**config.mk**
```make
export PLATFORM = sky130hd
export DESIGN_NAME = touch_sample_conditioner_core
export DESIGN_NICKNAME = d
export VERILOG_FILES = /design/src/design/tsc_pkg.sv /design/src/design/touch_sample_conditioner_core.sv /design/src/design/tsc_cfg.sv /design/src/design/tsc_cond.sv
export SDC_FILE = /design/constraint.sdc
export NUM_CORES = 1
export LEC_CHECK = 0
export BUFFER_PORTS_ARGS = -buffer_cell sky130_fd_sc_hd__buf_4
export CORE_MARGIN = 3
export CORE_UTILIZATION = 25
export DETAILED_ROUTE_END_ITERATION = 7
export GPL_TIMING_DRIVEN = 0
export PLACE_DENSITY = 0.39
export SETUP_SLACK_MARGIN = 0.3
export SKIP_LAST_GASP = 1
export SYNTH_ARGS = -nofsm -noshare
export SYNTH_HDL_FRONTEND = slang
export SYNTH_SLANG_ARGS = --single-unit
```
**constraint.sdc**
```tcl
create_clock -name clk_i -period 4.5 [get_ports clk_i]
set_input_delay 0.45 -clock clk_i [delete_from_list [all_inputs] [get_ports clk_i]]
set_output_delay 0.45 -clock clk_i [all_outputs]
set_load 0.01 [all_outputs]
```
**src/design/tsc_pkg.sv**
```systemverilog
// Shared types and constants for the touch sample conditioner.
// No dependencies; every other design file uses this package.
package tsc_pkg;

  // Converter resolution and derived widths
  localparam int ADC_BITS = 10;
  localparam int SAMPLE_W = 10;                // width of a sample field
  localparam int COORD_W  = ADC_BITS + 1;      // holds full scale after inversion
  localparam int POS_W    = 11;                // width of a reported coordinate
  localparam int MIN_W    = 10;
  localparam int WIN_W    = 8;
  localparam int TICK_W   = 32;
  localparam int CMP_W    = (COORD_W > MIN_W) ? COORD_W : MIN_W;
  localparam int WORK_W   = (COORD_W > POS_W) ? COORD_W : POS_W;
  localparam int CFG_IDX_W  = 3;
  localparam int CFG_DATA_W = 10;

  localparam logic [COORD_W-1:0] FULL_SCALE = COORD_W'(1) << ADC_BITS;
  localparam logic [MIN_W-1:0]   MIN_COORD_RST     = MIN_W'(16);
  localparam logic [WIN_W-1:0]   SMOOTH_WINDOW_RST = WIN_W'(2);

  // Configuration register indexes
  typedef enum logic [CFG_IDX_W-1:0] {
    CFG_SWAP_AXES     = 3'd0,
    CFG_INVERT_X      = 3'd1,
    CFG_INVERT_Y      = 3'd2,
    CFG_MIN_COORD     = 3'd3,
    CFG_SMOOTH_WINDOW = 3'd4
  } cfg_idx_e;

  // Item kinds
  localparam logic KIND_EDGE = 1'b0;
  localparam logic KIND_POLL = 1'b1;

  typedef struct packed {
    logic                swap_axes;
    logic                invert_x;
    logic                invert_y;
    logic [MIN_W-1:0]    min_coord;
    logic [WIN_W-1:0]    smooth_window;
  } cfg_t;

  typedef struct packed {
    logic                kind;
    logic                detect_level;
    logic                hold_key;
    logic [SAMPLE_W-1:0] first_sample_a;
    logic [SAMPLE_W-1:0] first_sample_b;
    logic [SAMPLE_W-1:0] second_sample_a;
    logic [SAMPLE_W-1:0] second_sample_b;
    logic                detect_after;
    logic [TICK_W-1:0]   tick_now;
  } in_item_t;

  typedef struct packed {
    logic             pressed;
    logic [POS_W-1:0] pos_x;
    logic [POS_W-1:0] pos_y;
  } out_item_t;

  // Conditioned point from the sample datapath
  typedef struct packed {
    logic [COORD_W-1:0] x;
    logic [COORD_W-1:0] y;
    logic               reject;
  } point_t;

endpackage

```
**src/design/touch_sample_conditioner_core.sv**
```systemverilog
// Top level of the touch sample conditioner: input register, pen tracking,
// smoothing and result register. Depends on tsc_pkg, tsc_cfg and tsc_cond.
//
// Usage
//   Input channel (in_valid_i / in_stall_o / in_item_i) carries pen-detect
//   edge events and poll ticks with two readings per measurement channel.
//   Output channel (out_valid_o / out_stall_i / out_item_o) carries press
//   reports with coordinates and release reports with zero coordinates.
//   An item is taken on a clock edge with valid high and stall low.
//   Each input item gives zero or one result item.
//
//   Flow: an item is registered in the input register on acceptance, is
//   processed there against the pen state and the previous point, and its
//   result is then registered in the output register.
//   Throughput: one item per cycle while no result waits on a stalled
//   output; the pen/previous-point state is updated in the same cycle the
//   item leaves the input register, so the next item sees it with no bubble.
//
//   Reset (rst_ni low, asynchronous): both channels empty, pen up, previous
//   point and tick cleared, registers at their defaults.
//   Stall: while the output register holds an undelivered result and the
//   receiver stalls, an item that would produce a result waits in the input
//   register and in_stall_o rises; items that give no result still pass.
//   Configuration writes are meant for idle periods only.
module touch_sample_conditioner_core (
  input  logic                            clk_i,
  input  logic                            rst_ni,
  // configuration write port
  input  logic                            cfg_we_i,
  input  logic [tsc_pkg::CFG_IDX_W-1:0]   cfg_index_i,
  input  logic [tsc_pkg::CFG_DATA_W-1:0]  cfg_wdata_i,
  // input channel
  input  logic                            in_valid_i,
  output logic                            in_stall_o,
  input  tsc_pkg::in_item_t               in_item_i,
  // output channel
  output logic                            out_valid_o,
  input  logic                            out_stall_i,
  output tsc_pkg::out_item_t              out_item_o
);

  tsc_pkg::cfg_t     cfg;
  tsc_pkg::point_t   point;

  // input register
  logic              s1_valid_q, s1_valid_d;
  tsc_pkg::in_item_t s1_item_q;

  // tracked state
  logic                       pen_q, pen_d;
  logic [tsc_pkg::POS_W-1:0]  prev_x_q, prev_x_d, prev_y_q, prev_y_d;
  logic [tsc_pkg::TICK_W-1:0] prev_tick_q, prev_tick_d;

  // output register
  logic               out_valid_q, out_valid_d;
  tsc_pkg::out_item_t out_item_q, out_item_d;

  // decision signals
  logic               res_valid;
  tsc_pkg::out_item_t res_item;
  logic               s1_fire;
  logic [tsc_pkg::TICK_W-1:0]  tick_delta;
  logic                        in_window;
  logic [tsc_pkg::WORK_W:0]    sum_x, sum_y;
  logic [tsc_pkg::POS_W-1:0]   new_x, new_y;

  tsc_cfg u_cfg (
    .clk_i       (clk_i),
    .rst_ni      (rst_ni),
    .cfg_we_i    (cfg_we_i),
    .cfg_index_i (cfg_index_i),
    .cfg_wdata_i (cfg_wdata_i),
    .cfg_o       (cfg)
  );

  tsc_cond u_cond (
    .item_i  (s1_item_q),
    .cfg_i   (cfg),
    .point_o (point)
  );

  // smoothing against the previous accepted point; tick distance wraps
  always_comb begin
    tick_delta = s1_item_q.tick_now - prev_tick_q;
    in_window  = tick_delta < tsc_pkg::TICK_W'(cfg.smooth_window);
    sum_x = tsc_pkg::WORK_W'(prev_x_q) + tsc_pkg::WORK_W'(point.x) + (tsc_pkg::WORK_W+1)'(0);
    sum_y = tsc_pkg::WORK_W'(prev_y_q) + tsc_pkg::WORK_W'(point.y) + (tsc_pkg::WORK_W+1)'(0);
    if (in_window) begin
      new_x = tsc_pkg::POS_W'(sum_x >> 1);
      new_y = tsc_pkg::POS_W'(sum_y >> 1);
    end else begin
      new_x = tsc_pkg::POS_W'(point.x);
      new_y = tsc_pkg::POS_W'(point.y);
    end
  end

  // pen tracking and report decision for the item in the input register
  always_comb begin
    res_valid   = 1'b0;
    res_item    = '0;
    pen_d       = pen_q;
    prev_x_d    = prev_x_q;
    prev_y_d    = prev_y_q;
    prev_tick_d = prev_tick_q;
    if (s1_item_q.kind == tsc_pkg::KIND_EDGE) begin
      if (!pen_q) begin
        if (!s1_item_q.detect_level) pen_d = 1'b1;
      end else if (s1_item_q.detect_level) begin
        pen_d     = 1'b0;
        res_valid = 1'b1;     // release
      end
    end else if (pen_q) begin
      if (s1_item_q.detect_level || s1_item_q.hold_key) begin
        pen_d     = 1'b0;
        res_valid = 1'b1;     // release, pen lifted or hold switch
      end else if (point.reject) begin
        res_valid = 1'b1;     // release, point rejected (out of range or detect_after set); state kept
      end else begin
        res_valid        = 1'b1;
        res_item.pressed = 1'b1;
        res_item.pos_x   = new_x;
        res_item.pos_y   = new_y;
        prev_x_d         = new_x;
        prev_y_d         = new_y;
        prev_tick_d      = s1_item_q.tick_now;
      end
    end
  end

  // item leaves the input register unless its result would hit a full,
  // stalled output register
  assign s1_fire    = s1_valid_q && (!res_valid || !out_valid_q || !out_stall_i);
  assign in_stall_o = s1_valid_q && !s1_fire;
  assign s1_valid_d = in_stall_o ? s1_valid_q : in_valid_i;

  always_comb begin
    out_valid_d = out_valid_q;
    out_item_d  = out_item_q;
    if (s1_fire && res_valid) begin
      out_valid_d = 1'b1;
      out_item_d  = res_item;
    end else if (!out_stall_i) begin
      out_valid_d = 1'b0;
    end
  end

  always_ff @(posedge clk_i or negedge rst_ni) begin
    if (!rst_ni) begin
      s1_valid_q  <= 1'b0;
      out_valid_q <= 1'b0;
      pen_q       <= 1'b0;
      prev_x_q    <= '0;
      prev_y_q    <= '0;
      prev_tick_q <= '0;
    end else begin
      s1_valid_q  <= s1_valid_d;
      out_valid_q <= out_valid_d;
      if (s1_fire) begin
        pen_q       <= pen_d;
        prev_x_q    <= prev_x_d;
        prev_y_q    <= prev_y_d;
        prev_tick_q <= prev_tick_d;
      end
    end
  end

  // payload registers
  always_ff @(posedge clk_i) begin
    if (!in_stall_o) s1_item_q <= in_item_i;
    out_item_q <= out_item_d;
  end

  assign out_valid_o = out_valid_q;
  assign out_item_o  = out_item_q;

endmodule

```
**src/design/tsc_cfg.sv**
```systemverilog
// Configuration register file for the touch sample conditioner.
// Depends on tsc_pkg.
module tsc_cfg (
  input  logic                            clk_i,
  input  logic                            rst_ni,
  input  logic                            cfg_we_i,
  input  logic [tsc_pkg::CFG_IDX_W-1:0]   cfg_index_i,
  input  logic [tsc_pkg::CFG_DATA_W-1:0]  cfg_wdata_i,
  output tsc_pkg::cfg_t                   cfg_o
);

  tsc_pkg::cfg_t cfg_q, cfg_d;

  always_comb begin
    cfg_d = cfg_q;
    if (cfg_we_i) begin
      case (cfg_index_i)
        tsc_pkg::CFG_SWAP_AXES:     cfg_d.swap_axes     = cfg_wdata_i[0];
        tsc_pkg::CFG_INVERT_X:      cfg_d.invert_x      = cfg_wdata_i[0];
        tsc_pkg::CFG_INVERT_Y:      cfg_d.invert_y      = cfg_wdata_i[0];
        tsc_pkg::CFG_MIN_COORD:     cfg_d.min_coord     = cfg_wdata_i[tsc_pkg::MIN_W-1:0];
        tsc_pkg::CFG_SMOOTH_WINDOW: cfg_d.smooth_window = cfg_wdata_i[tsc_pkg::WIN_W-1:0];
        default:                    cfg_d = cfg_q;  // unmapped index: ignored
      endcase
    end
  end

  always_ff @(posedge clk_i or negedge rst_ni) begin
    if (!rst_ni) begin
      cfg_q.swap_axes     <= 1'b0;
      cfg_q.invert_x      <= 1'b0;
      cfg_q.invert_y      <= 1'b0;
      cfg_q.min_coord     <= tsc_pkg::MIN_COORD_RST;
      cfg_q.smooth_window <= tsc_pkg::SMOOTH_WINDOW_RST;
    end else begin
      cfg_q <= cfg_d;
    end
  end

  assign cfg_o = cfg_q;

endmodule

```
**src/design/tsc_cond.sv**
```systemverilog
// Sample datapath: pair averaging, axis swap, inversion and range check.
// Purely combinational. Depends on tsc_pkg.
module tsc_cond (
  input  tsc_pkg::in_item_t item_i,
  input  tsc_pkg::cfg_t     cfg_i,
  output tsc_pkg::point_t   point_o
);

  logic [tsc_pkg::ADC_BITS-1:0] fa, fb, sa, sb;
  logic [tsc_pkg::ADC_BITS:0]   sum_first, sum_second;
  logic [tsc_pkg::COORD_W-1:0]  first, second, x_raw, y_raw, x, y;
  logic [tsc_pkg::CMP_W-1:0]    x_cmp, y_cmp, min_cmp;

  always_comb begin
    fa = tsc_pkg::ADC_BITS'(item_i.first_sample_a);
    fb = tsc_pkg::ADC_BITS'(item_i.first_sample_b);
    sa = tsc_pkg::ADC_BITS'(item_i.second_sample_a);
    sb = tsc_pkg::ADC_BITS'(item_i.second_sample_b);

    // truncating average of each pair
    sum_first  = {1'b0, fa} + {1'b0, fb};
    sum_second = {1'b0, sa} + {1'b0, sb};
    first  = tsc_pkg::COORD_W'(sum_first[tsc_pkg::ADC_BITS:1]);
    second = tsc_pkg::COORD_W'(sum_second[tsc_pkg::ADC_BITS:1]);

    x_raw = cfg_i.swap_axes ? second : first;
    y_raw = cfg_i.swap_axes ? first  : second;
    x = cfg_i.invert_x ? (tsc_pkg::FULL_SCALE - x_raw) : x_raw;
    y = cfg_i.invert_y ? (tsc_pkg::FULL_SCALE - y_raw) : y_raw;

    x_cmp   = tsc_pkg::CMP_W'(x);
    y_cmp   = tsc_pkg::CMP_W'(y);
    min_cmp = tsc_pkg::CMP_W'(cfg_i.min_coord);

    point_o.x      = x;
    point_o.y      = y;
    point_o.reject = (x_cmp < min_cmp) || (y_cmp < min_cmp) || item_i.detect_after;
  end

endmodule
```
==> flow_metrics.env, run 1 <==
export IMPL_status="complete, but fails checks"
export IMPL_violations="negative setup slack"
export IMPL_syn_instance_count=1098
export IMPL_wl_met2_um=14500
export IMPL_fmaxAchievable_mhz=213
export IMPL_p_leak_nw=6.32
export IMPL_clk_pin_slew_worst_paths_ns=0.07
export IMPL_cp_required_ns=4.70
export IMPL_htree_levels=4
export IMPL_n_fill_cell=4480
export IMPL_area_growth_pct=35.2
export IMPL_hold_class="input port to flip-flop"
export IMPL_synth_seq_area_share_pct=44.7
export IMPL_yosysTopAreaCell="edfxtp_1"
export IMPL_final_antenna_net_count=0
export IMPL_path_cells="inv_2 > ha_4 > inv_2 > fa_2 > a211oi_4 > o21ai_2 > xor2_1 > ha_1 > and3_4 > o21ai_4 > o41ai_2 > a2111oi_2 > nand3_1 > or4bb_1 > nand4bb_4 > nor4_2 > nand4bb_1 > buf_8 > buf_12 > mux2i_4 > nor2_1"
export IMPL_post_route_worst_setup_slack_ns=-0.194
export IMPL_wl_met1_um=15300
export IMPL_skew_ns=0.00992
export IMPL_grt_pass1_vias=8622
export IMPL_hpwl_um=23800
export IMPL_start_util_pct=25.4
export IMPL_fin_area_mm2=0.0149
export IMPL_yosysMostFrequentCell="nand2_1"
export IMPL_tightest_slew_ns=1.15
export IMPL_finalCritPeriodShare_pct=104
export IMPL_r2r_end="out_item_o[3]"
export IMPL_crit_path_frequent_cell="inv_2"
export IMPL_finalSetupViolations=72
export IMPL_num_vias=8637
export IMPL_clockRootBuffer="clkbuf_16"
export IMPL_powerDensity_mw_per_mm2=475
export IMPL_cp_max_fo=7
export IMPL_crit_path_max_incr_delay_ns=0.50
export IMPL_yosysWarnings=0
export IMPL_cts_buffers=17
export IMPL_routabilityCongestion=0.782
export IMPL_end_kind="flip-flop"
export IMPL_cts_hold_buf=0
export IMPL_multi_input_area_mm2=0.00669
export IMPL_first_pass_iters=5
export IMPL_drc=0
export IMPL_grt_first_pass_wirelength_um=48700
export IMPL_rsz0062_at_grt="true"
export IMPL_r2r_setup_slack_ns=-0.19
export IMPL_crit_path_end="out_item_o[3]"
export IMPL_io_pins=119
export IMPL_wl_met3_um=956
export IMPL_grt_max_degree=79
export IMPL_avgViaCountPerCell=4.58
export IMPL_clock_sinks=177
export IMPL_die_y_um=216
export IMPL_antenna_cells=0
export IMPL_nNetsFinal=1481
export IMPL_synth_area_mm2=0.0110
export IMPL_synth_area_leaders="edfxtp_1 27%, dfrtp_1 17%, ha_1 11%, nand2_1 4.2%, o21ai_0 3.9%"
export IMPL_synth_common_cells="123 x nand2_1, 99 x edfxtp_1, 96 x ha_1, 86 x o21ai_0, 77 x a21oi_1"
export IMPL_synth_edff_count=99
export IMPL_wl_per_cell_um=16.5
export IMPL_synth_distinct_cells=75
export IMPL_grt_overflow=0
export IMPL_cpMaxStageDelayCell="or4bb_1"
export IMPL_maxSlewViolCount=0
export IMPL_core_area_mm2=0.0434
export IMPL_final_setup_tns_ns=-5.85
export IMPL_drt_initial_drc_count=422
export IMPL_top_layer_used="met4"
export IMPL_place_area_mm2=0.0127
export IMPL_relSlewSlack_pct=23.4
export IMPL_hold_viol=0
export IMPL_async_flop_share_pct=44.1
export IMPL_clk_latency_ns=0.46
export IMPL_yosys_register_bits=177
export IMPL_yosysTopAreaCellShare_pct=27.0
export IMPL_drv_cap=0
export IMPL_antenna_found_initial=0
export IMPL_worstPathArrival_ns=4.90
export IMPL_rows=76
export IMPL_io_buffers=118
export IMPL_register_area_mm2=0.00493
export IMPL_r2r_cells=21
export IMPL_clock_path_buffers=2
export IMPL_period_minus_slack_ns=4.69
export IMPL_die_w_um=216
export IMPL_synth_top_flop_cell="edfxtp_1"
export IMPL_crit_path_start_kind="flip-flop"
export IMPL_irDropWorstVdd_uv=261
export IMPL_die_area_mm2=0.0466
export IMPL_drt_wl_total_um=31100
export IMPL_drive_gt1_share_pct=28.9
export IMPL_utilization_pct=34.4
export IMPL_critPathLaunch="s1_item_q[0]"
export IMPL_crit_type="flip-flop to flip-flop"
export IMPL_worstReg2RegStart="s1_item_q[0]"
export IMPL_power_mw=7.08
export IMPL_syn_num_nets=1293
export IMPL_syn_area_per_cell_um2=10.0
export IMPL_grt_use_total_pct=13.5
export IMPL_cts_tree="built"
==> report_power, final <==
| part | total [mW] | internal, mW | switching [mW] |
|---|---|---|---|
| Sequential | 2.06 | 1.95 | 0.112 |
| Clock | 1.50 | 0.830 | 0.674 |
| Combinational | 3.52 | 1.58 | 1.94 |
| Total | 7.08 | 4.36 | 2.72 |
==> repair_timing <==
action                     in CTS  in global routing
resized for setup              73                187
gates cloned                    3                  3
setup buffers                  12                 31
setup endpoints to repair      77                 77
pin swaps                      22                 38
==> worst min path at each step <==
stage / cells after the start / start / end / slack (ns)
2_1_floorplan: 0 / rst_ni / out_valid_o / 0.15
3_3_place_gp: 2 / prev_y_q[10] / prev_y_q[10] / 0.47
3_5_place_dp: 2 / s1_item_q[25] / prev_tick_q[25] / 0.48
4_1_cts: 1 / in_item_i[54] / s1_item_q[54] / 0.13
5_1_grt: 1 / in_item_i[4] / s1_item_q[4] / 0.13
6_report: 1 / in_item_i[2] / s1_item_q[2] / 0.17
==> cells in the final DEF (no fill, tap or decap), drive strengths merged, types with 12 or more instances in the layout <==
cell and instances:
mux2i 28, nor2 72, a21o 22, o21a 14, a21oi 77, nand3 13, nand2 123, edfxtp 99
inv 74, nor3 18, nand4 16, xor2 24, mux2 17, buf 185, ha 96, nor2b 12
clkbuf 34, dfrtp 76, xnor2 41, o21ai 100
==> through the flow <==
stage	setup slack, ns	instances	hold slack [ns]
2_1_floorplan	0.285	1098	0.154
3_3_place_gp	-0.868	1801	0.473
3_5_place_dp	-0.874	1803	0.482
4_1_cts	-0.580	1850	0.125
5_1_grt	-0.454	1884	0.133
6_report	-0.194	1884	0.166
==> kinds of logic after synthesis <==
logic type	after synthesis	share of synthesized area [%]
multiplexers	45	4.28
buffers and inverters	106	3.86
AO/OA/AOI/OAI	307	17.6
AND/OR/NAND/NOR	297	12.6
XOR/XNOR	65	5.16
flip-flops	177	44.7
adder cells (fa/ha/maj)	101	11.8
==> final cells by class <==
| class | count | share of cell area (%) |
|---|---|---|
| inverter | 74 | 1.88 |
| sequential | 177 | 33.1 |
| buffer | 32 | 1.95 |
| clock buffer | 19 | 2.97 |
| timing repair buffer | 168 | 9.41 |
| tap | 585 | 4.91 |
| clock inverter | 13 | 0.932 |
| multi-input combinational | 816 | 44.9 |
==> state kept, by name, indices dropped and copies added (netlist names) <==
name and count:
out_item_o 23, out_valid_o 1, pen_q 1, prev_tick_q 32
prev_x_q 11, prev_y_q 11, s1_item_q 76, s1_valid_q 1
u_cfg.cfg_o 21
==> routing by layer <==
metal / vias to the layer above / global-route usage (%)
li1: 4379 / -
met1: 4126 / 18.5
met2: 118 / 21.7
met3: 14 / 2.53
met4: 0 / 3.92
met5: - / 0
==> worst max-delay path, delay by kind of cell (launching register included) <==
family / cells / cell delay, ns
buf+inv: 4 / 0.50
compound gates: 5 / 0.83
simple gates: 7 / 1.50
flops: 1 / 0.39
mux: 1 / 0.19
fa+ha+maj: 3 / 0.82
xor+xnor: 1 / 0.18
(Power assumes the default switching activity.)
==> inputs of run 2 (changes only) <==
- CORE_UTILIZATION: 25 -> 50
- PLACE_DENSITY: 0.39 -> 0.69
==> flow_metrics.env, run 2 (synthesized netlist as in run 1, its figures left out) <==
export IMPL_fmaxAchievable_mhz=211
export IMPL_cts_tree="built"
export IMPL_nNetsFinal=1486
export IMPL_layout_common_cells="154 x buf_4, 107 x nand2_1, 99 x edfxtp_1"
export IMPL_crit_path_start_kind="flip-flop"
export IMPL_cp_max_fo=4
export IMPL_finalSetupViolations=76
export IMPL_end_kind="flip-flop"
export IMPL_die_y_um=154
export IMPL_area_growth_pct=32.0
export IMPL_violations="negative setup slack"
export IMPL_die_w_um=154
export IMPL_avgViaCountPerCell=5.77
export IMPL_cpMaxStageDelayCell="edfxtp_1"
export IMPL_grt_max_degree=79
export IMPL_hpwl_um=19400
export IMPL_register_area_mm2=0.00493
export IMPL_top_register="s1_item_q"
export IMPL_maxSlewViolCount=0
export IMPL_fin_area_mm2=0.0145
export IMPL_cp_depth=19
export IMPL_crit_path_max_incr_delay_ns=0.40
export IMPL_crit_family="compound AO/OA/AOI/OAI gates"
export IMPL_irDropWorstVdd_uv=284
export IMPL_status="complete, but fails checks"
export IMPL_crit_path_end="out_item_o[20]"
export IMPL_drv_cap=0
export IMPL_finalCritPeriodShare_pct=105
export IMPL_io_buffers=118
export IMPL_htree_levels=4
export IMPL_routabilityCongestion=0.906
export IMPL_worstReg2RegStart="s1_item_q[43]"
export IMPL_hold_class="input port to flip-flop"
export IMPL_p_leak_nw=6.36
export IMPL_relSlewSlack_pct=27.6
export IMPL_powerDensity_mw_per_mm2=483
export IMPL_clock_sinks=177
export IMPL_rsz0062_at_grt="true"
export IMPL_pre_cts_slack_ns=-0.748
export IMPL_drt_initial_drc_count=647
export IMPL_hold_viol=0
export IMPL_path_cells="and2_4 > fa_2 > buf_4 > xor2_1 > o21ai_2 > ha_1 > nand2b_1 > xnor2_2 > ha_1 > a21o_1 > a21oi_1 > o21bai_1 > a21oi_1 > o21ai_1 > a21o_1 > a21oi_2 > xnor2_1 > mux2i_4 > nor2_1"
export IMPL_core_area_mm2=0.0214
export IMPL_whs_ns=0.173
export IMPL_power_mw=7.02
export IMPL_die_area_mm2=0.0239
export IMPL_grt_overflow=0
export IMPL_antenna_cells=0
export IMPL_skew_ns=0.0150
export IMPL_first_pass_iters=5
export IMPL_drc=0
export IMPL_cts_hold_buf=0
export IMPL_layout_commonest_cell="buf_4"
export IMPL_r2r_setup_slack_ns=-0.24
export IMPL_instances_no_fill=1579
export IMPL_rows=53
export IMPL_cp_required_ns=4.70
export IMPL_place_area_mm2=0.0123
export IMPL_drt_wl_total_um=28700
export IMPL_multi_input_area_mm2=0.00660
export IMPL_start_util_pct=51.6
export IMPL_clockRootBuffer="clkbuf_16"
export IMPL_critPathLaunch="s1_item_q[43]"
export IMPL_drive_gt1_share_pct=31.2
export IMPL_n_fill_cell=1587
export IMPL_period_minus_slack_ns=4.74
export IMPL_r2r_cells=19
export IMPL_dp_cells=1492
export IMPL_grt_pass1_vias=8840
export IMPL_tightest_slew_ns=1.09
export IMPL_clk_pin_slew_worst_paths_ns=0.08
export IMPL_post_route_worst_setup_slack_ns=-0.239
export IMPL_wl_per_cell_um=18.2
export IMPL_final_antenna_net_count=0
export IMPL_clock_path_buffers=2
export IMPL_r2r_end="out_item_o[20]"
export IMPL_antenna_found_initial=0
export IMPL_num_vias=9104
export IMPL_io_pins=119
export IMPL_cp_num_buf_inv=1
export IMPL_final_setup_tns_ns=-9.05
export IMPL_cts_buffers=17
export IMPL_grt_first_pass_wirelength_um=45300
export IMPL_utilization_pct=68.1
export IMPL_worstPathArrival_ns=4.93
export IMPL_clk_latency_ns=0.45
export IMPL_grt_use_total_pct=23.6
export IMPL_crit_type="flip-flop to flip-flop"
export IMPL_largest_reg_flops=76
-- run 2: cell count changes in the layout (fill, tap and decap cells not counted), moves of 4 or more --
cell / change
o21ai_2: +23
o21ai_0: -19
mux2i_4: -7
buf_8: +6
inv_6: +6
nand2_2: +6
mux2i_2: +5
nand2_1: -4
o21ai_1: -4
-- run 2: what timing repair did --
action                                  CTS  global route
cloned                                    9             1
endpoints found under the setup margin   77            77
setup buffers                            38             7
pin swaps                                49            43
resized for setup                       200            93
-- run 2: worst reg2reg max path, delay by kind of cell, from the launching register on --
| family | cells | cell delay (ns) |
|---|---|---|
| compound gates | 8 | 1.60 |
| xor+xnor | 3 | 0.71 |
| fa+ha+maj | 3 | 0.99 |
| buf+inv | 1 | 0.15 |
| flops | 1 | 0.40 |
| mux | 1 | 0.19 |
| simple gates | 3 | 0.45 |
-- run 2: routing by layer --
metal / part of all wire, % / up-vias / global-route usage, %
li1: - / 4388 / -
met5: 0 / - / 0
met2: 45 / 300 / 35.2
met4: 1.8 / 0 / 5.97
met1: 46 / 4369 / 34.4
met3: 7.3 / 47 / 6.58
-- run 2: report_power, final --
group / switching [mW] / internal [mW] / leakage (nW)
clock: 0.706 / 0.785 / 0.278
combinational: 1.93 / 1.53 / 4.17
sequential: 0.126 / 1.95 / 1.92
-- run 2: final cells by class --
cell class	instances	area share, %
Multi-Input combinational cell	815	45.4
Sequential cell	177	33.9
Timing Repair Buffer	174	10.4
Clock buffer	18	2.95
Tap cell	275	2.37
Buffer	32	2.13
Inverter	74	1.93
Clock inverter	14	0.998
-- run 2: worst min-delay path by stage --
stage / end / slack [ns] / start / cells past startpoint
floorplan: out_valid_o / 0.15 / rst_ni / 0
CTS: s1_item_q[65] / 0.16 / in_item_i[65] / 1
finish: s1_item_q[65] / 0.17 / in_item_i[65] / 1
global route: s1_item_q[45] / 0.15 / in_item_i[45] / 1
global placement: prev_y_q[10] / 0.47 / prev_y_q[10] / 2
detailed placement: prev_tick_q[20] / 0.48 / s1_item_q[20] / 2
